File: src/rtl/hse_pkg.sv
// Shared types, constants and helpers for the half-sphere exposure counter.
package hse_pkg;

    localparam int DEF_MAX_RESIDUES = 1024;
    localparam int DEF_COORD_BITS   = 24;

    localparam int CUT_W    = 16;
    localparam int D_W      = CUT_W + 1;
    localparam int CNT_W    = 10;
    localparam int QIDX_W   = 10;
    localparam int STATUS_W = 2;
    localparam int CFG_IDX_W  = 1;
    localparam int CFG_DATA_W = 16;
    localparam int MAC_STEP_W = 4;

    localparam logic [CUT_W-1:0] CUTOFF_RESET = 16'd13000;
    localparam logic [CNT_W-1:0] COUNT_MAX    = 10'd1023;

    localparam logic MODE_LOAD  = 1'b0;
    localparam logic MODE_QUERY = 1'b1;

    localparam logic [CFG_IDX_W-1:0] REG_CUTOFF   = 1'd0;
    localparam logic [CFG_IDX_W-1:0] REG_USE_BETA = 1'd1;

    localparam logic [STATUS_W-1:0] STATUS_OK      = 2'd0;
    localparam logic [STATUS_W-1:0] STATUS_RANGE   = 2'd1;
    localparam logic [STATUS_W-1:0] STATUS_DROPPED = 2'd2;

    typedef enum logic [3:0] {
        S_IDLE,
        S_QRD,
        S_CLR,
        S_ROW_RD,
        S_ROW_LD,
        S_PAIR_RD,
        S_PAIR_DIFF,
        S_MAC,
        S_PAIR_WR,
        S_ROW_WR
    } t_state;

    typedef struct packed {
        logic done;
        logic in_range;
        logic up_i;
        logic up_j;
    } t_mac_res;

    function automatic logic [CNT_W-1:0] sat_inc(input logic [CNT_W-1:0] c);
        sat_inc = (c < COUNT_MAX) ? c + 1'b1 : c;
    endfunction

endpackage

File: src/rtl/hse_mac.sv
// Shared multiply-accumulate unit: distance test and both half-sphere dot products.
module hse_mac #(
    parameter int V_W = hse_pkg::DEF_COORD_BITS + 1
) (
    input  logic                            i_clk,
    input  logic                            i_rst_n,
    input  logic                            i_start,
    input  logic [hse_pkg::CUT_W-1:0]       i_cutoff,
    input  logic signed [hse_pkg::D_W-1:0]  i_d  [3],
    input  logic signed [V_W-1:0]           i_vi [3],
    input  logic signed [V_W-1:0]           i_vj [3],
    output hse_pkg::t_mac_res               o_res
);
    import hse_pkg::*;

    localparam int PW    = D_W + V_W;
    localparam int ACC_W = PW + 2;
    localparam logic [MAC_STEP_W-1:0] LAST_STEP = 4'd10;

    logic                  r_busy;
    logic                  r_done;
    logic [MAC_STEP_W-1:0] r_step;
    logic signed [PW-1:0]    r_prod;
    logic signed [ACC_W-1:0] r_sumsq;
    logic signed [ACC_W-1:0] r_dti;
    logic signed [ACC_W-1:0] r_dtj;
    logic signed [ACC_W-1:0] r_c2;

    logic signed [D_W-1:0] op_a;
    logic signed [V_W-1:0] op_b;
    logic signed [PW-1:0]  mul;
    logic signed [D_W-1:0] cut_s;

    assign cut_s = signed'({1'b0, i_cutoff});

    always_comb begin
        op_a = '0;
        op_b = '0;
        case (r_step)
            4'd0: begin op_a = i_d[0]; op_b = V_W'(i_d[0]); end
            4'd1: begin op_a = i_d[1]; op_b = V_W'(i_d[1]); end
            4'd2: begin op_a = i_d[2]; op_b = V_W'(i_d[2]); end
            4'd3: begin op_a = i_d[0]; op_b = i_vi[0]; end
            4'd4: begin op_a = i_d[1]; op_b = i_vi[1]; end
            4'd5: begin op_a = i_d[2]; op_b = i_vi[2]; end
            4'd6: begin op_a = i_d[0]; op_b = i_vj[0]; end
            4'd7: begin op_a = i_d[1]; op_b = i_vj[1]; end
            4'd8: begin op_a = i_d[2]; op_b = i_vj[2]; end
            4'd9: begin op_a = cut_s;  op_b = V_W'(cut_s); end
            default: begin op_a = '0; op_b = '0; end
        endcase
    end

    assign mul = op_a * op_b;

    always_ff @(posedge i_clk) begin
        if (!i_rst_n) begin
            r_busy <= 1'b0;
            r_done <= 1'b0;
            r_step <= '0;
        end else begin
            r_done <= 1'b0;
            if (i_start) begin
                r_busy <= 1'b1;
                r_step <= '0;
            end else if (r_busy) begin
                r_step <= r_step + 1'b1;
                if (r_step == LAST_STEP) begin
                    r_busy <= 1'b0;
                    r_done <= 1'b1;
                end
            end
        end
    end

    // Accumulate the product of the previous step.
    always_ff @(posedge i_clk) begin
        r_prod <= mul;
        if (i_start) begin
            r_sumsq <= '0;
            r_dti   <= '0;
            r_dtj   <= '0;
        end else if (r_busy) begin
            case (r_step) inside
                [4'd1:4'd3]: r_sumsq <= r_sumsq + ACC_W'(r_prod);
                [4'd4:4'd6]: r_dti   <= r_dti + ACC_W'(r_prod);
                [4'd7:4'd9]: r_dtj   <= r_dtj + ACC_W'(r_prod);
                4'd10:       r_c2    <= ACC_W'(r_prod);
                default: ;
            endcase
        end
    end

    assign o_res.done     = r_done;
    assign o_res.in_range = (r_sumsq <= r_c2);
    assign o_res.up_i     = (r_dti > 0);
    assign o_res.up_j     = (r_dtj < 0);

endmodule

File: config.mk
export PLATFORM = sky130hd
export DESIGN_NAME = hse_mac
export DESIGN_NICKNAME = d
export VERILOG_FILES = /design/src/rtl/hse_pkg.sv /design/src/rtl/hse_mac.sv
export SDC_FILE = /design/constraint.sdc
export NUM_CORES = 2
export LEC_CHECK = 0
export BUFFER_PORTS_ARGS = -buffer_cell sky130_fd_sc_hd__buf_2
export CAP_MARGIN = 10
export CORE_UTILIZATION = 30
export CTS_CLUSTER_DIAMETER = 200
export DETAILED_ROUTE_END_ITERATION = 10
export PLACE_DENSITY = 0.5
export SLEW_MARGIN = 20
export SYNTH_ARGS = -nofsm -noshare
export SYNTH_HDL_FRONTEND = slang
export SYNTH_SLANG_ARGS = --single-unit
File: constraint.sdc
create_clock -name i_clk -period 8.75 [get_ports i_clk]
set_clock_uncertainty 0.05 [all_clocks]
set_input_delay 0.4375 -clock i_clk [delete_from_list [all_inputs] [get_ports i_clk]]
set_output_delay 0.4375 -clock i_clk [all_outputs]
set_load 0.1 [all_outputs]
==> results.yml <==
worst_setup_path:
  worst_path_most_repeated_cell: "fa_1"
  crit_path_start_kind: "flop"
  path_max_fanout: 17
  cp-end-kind: "flop"
  max_stage_delay_ps: 540
  critPathArrivalTime_ps: 8780
  slowest_stage: "fa_1"
  required_ps: 9200
  worstSetupPathType: "reg2reg"
sta:
  fmax_ghz: 0.120
  setup_violations: 0
  fin_crit_ps: 8320
  relSlewSlack: 0.338
  hold_viol_final: 0
  slew_viol_final: 0
  period_share: 0.951
  rsz0062_at_grt: "false"
  holdWs_ps: 81.7
  tightest_slew_ps: 989
route:
  met2_length_um: 43800
  top_layer: "met4"
  drtAntennaViolNets: 0
  vias_per_cell: 5.00
  remaining_drc_errors: 0
  drtPass1Iterations: 6
  met3_length_um: 4420
  num_vias: 26700
  drt_iter0_drc: 1666
  wl_um: 98100
  wl_per_cell_um: 18.4
  drt-met1-wl_um: 47200
placement:
  place_hpwl_um: 81100
  globalplace.congestion: 0.898
  port_buffers: 223
floorplanning:
  die_h_um: 327
  fp.coreArea_um2: 104000
  dieArea_um2: 107000
  initial_core_util: 0.304
  die_x_um: 327
  rows: 118
  ios: 224
final_layout:
  drive_gt1_frac: 0.111
  fill_cells: 11000
  syn2layout_area_growth_pct: 13.2
  fin_nets: 4851
  register_area_um2: 4870
  multi_input_area_um2: 24200
synth:
  ys_warn_count: 0
  async_reset_ff_frac: 0
  synth_seq_cells: 222
  syn_area_um2: 31600
  synthDistinctLibCells: 84
  seq_area_frac_synth: 0.154
  avgSynthCellArea_um2: 8.47
  synth_nets: 4652
  synthFlopType: "dfxtp_1"
  synthCells: 3733
  synth-edff-count: 42
cts:
  clock_latency_ps: 600
  path_clk_slew_ps: 50
  cts_tree: "done"
  cts_hold_buffers: 0
  cts.sinks: 222
  htreeDepth: 1
  cts_root_buf: "clkbuf_16"
  clockBufferDepth: 3
  cts_buffers: 29
global_routing:
  antenna_found_initial: 1
  overflow: 0
  grt_pass1_vias: 27300
  grt_usage: 0.182
  grt_start_max_net_pins: 64
  grt_pass1_wl_um: 154000
min_path:
  hold_path_class: "in2reg"
run_status:
  status: "finished clean"
job:
  max-cap-violations: 0
## flip-flops by register name, indices dropped and copies added (netlist names)
register	cells
r_dti	44
r_c2	42
r_done	1
r_sumsq	44
r_busy	1
r_dtj	44
r_prod	42
r_step	4
## path summary, 6_finish.rpt
check	startpoint	end	slack (ps)	depth (start not counted)
worst max-delay path	r_step[1]	r_prod[40]	430	30
worst min register to register	r_dtj[25]	r_dtj[25]	410	2
worst max register to register	r_step[1]	r_prod[40]	430	30
worst min-delay path	i_rst_n	r_busy	80	2
## logic make-up (layout without fill, tap and decap cells)
group	Yosys count	count (layout)	synth area share
AOI/OAI and AO/OA	866	866	0.187
xor gates and xnor gates	127	127	0.0352
adders and majority gates	699	699	0.376
buffers and inverters	693	914	0.0847
DFF	222	222	0.154
muxes	12	12	0.00392
other	0	1	0
and+or+nand+nor	1114	1114	0.159
## cells in the mapped netlist, drive strengths merged (14+ instances only)
cell / count / share of area
o21bai: 19 / 0.0045
fa: 419 / 0.27
dfxtp: 180 / 0.11
buf: 61 / 0.0096
nor3: 36 / 0.0061
or3: 25 / 0.0049
and3: 34 / 0.0067
o21ai: 108 / 0.017
nor2: 314 / 0.037
nor4: 23 / 0.0046
nand4: 29 / 0.0057
edfxtp: 42 / 0.040
a211oi: 26 / 0.0065
a22o: 34 / 0.0094
xnor2: 78 / 0.022
inv: 528 / 0.063
nand3: 68 / 0.011
and2: 28 / 0.0055
nand2: 440 / 0.052
nor2b: 35 / 0.0069
a31oi: 44 / 0.0089
a31o: 21 / 0.0058
o31ai: 14 / 0.0033
o21a: 24 / 0.0057
nand2b: 44 / 0.0087
a221oi: 49 / 0.015
a21oi: 254 / 0.041
xor2: 49 / 0.014
a21o: 118 / 0.028
clkbuf: 104 / 0.012
ha: 280 / 0.11
a22oi: 58 / 0.014
o211ai: 15 / 0.0036
## through the flow
step	setup slack [ps]	cell area [um^2]	utilization	TNS, ps	std cells
after floorplan	854	31600	-	0	3733
after global placement	50.4	34700	0.334	0	5276
after detailed placement	-89.4	34700	0.334	-154	5276
after CTS	8.40	35600	0.343	0	5329
after global routing	28.3	35800	0.344	0	5334
final	427	35800	0.344	0	5335
## routing by layer
layer  vias to the layer above  track usage
li1                      13000            -
met1                     12800        0.255
met2                       723        0.297
met3                       109       0.0172
met4                         0       0.0500
met5                         -            0
## layout by cell type (no fill, tap or decap), types with 25 or more instances in the layout
cell	count
xor2_1	49
xnor2_1	78
nor2_1	313
a22o_1	34
a221oi_1	39
buf_4	97
or3_1	25
nand4_1	29
a21o_1	117
nand2b_1	44
nand3_1	66
a21oi_1	253
inv_1	527
buf_2	222
a22oi_1	58
nand2_1	439
a31oi_1	43
o21ai_0	90
nor2b_1	35
dfxtp_1	179
fa_1	419
nor3_1	34
and3_1	34
ha_1	280
clkbuf_16	29
edfxtp_1	42
and2_1	27
## critical path: cells and delay by family, from the launching register on
kind	cells	cell delay (ps)
fa+ha+maj	8	3630
compound gates	7	1780
simple gates	6	1220
buf+inv	8	1060
flops	1	370
xor+xnor	1	150
## final cells by class
type / count / area share
Clock inverter: 16 / 0.00437
Inverter: 528 / 0.0554
Tap cell: 1380 / 0.0483
Antenna cell: 1 / 0.0000700
Clock buffer: 37 / 0.0217
Timing Repair Buffer: 333 / 0.0576
Sequential cell: 222 / 0.136
Multi-Input combinational cell: 2818 / 0.677
## what timing repair did
action                                  4_1_cts  5_1_grt
pin swaps                                     0        2
cloned                                        0        2
resized for setup                             1       24
setup buffers                                 0        3
endpoints found under the setup margin        2        7
Power is not shown: default switching activity piles up to over one toggle a cycle in this logic, so the estimate is an artifact.
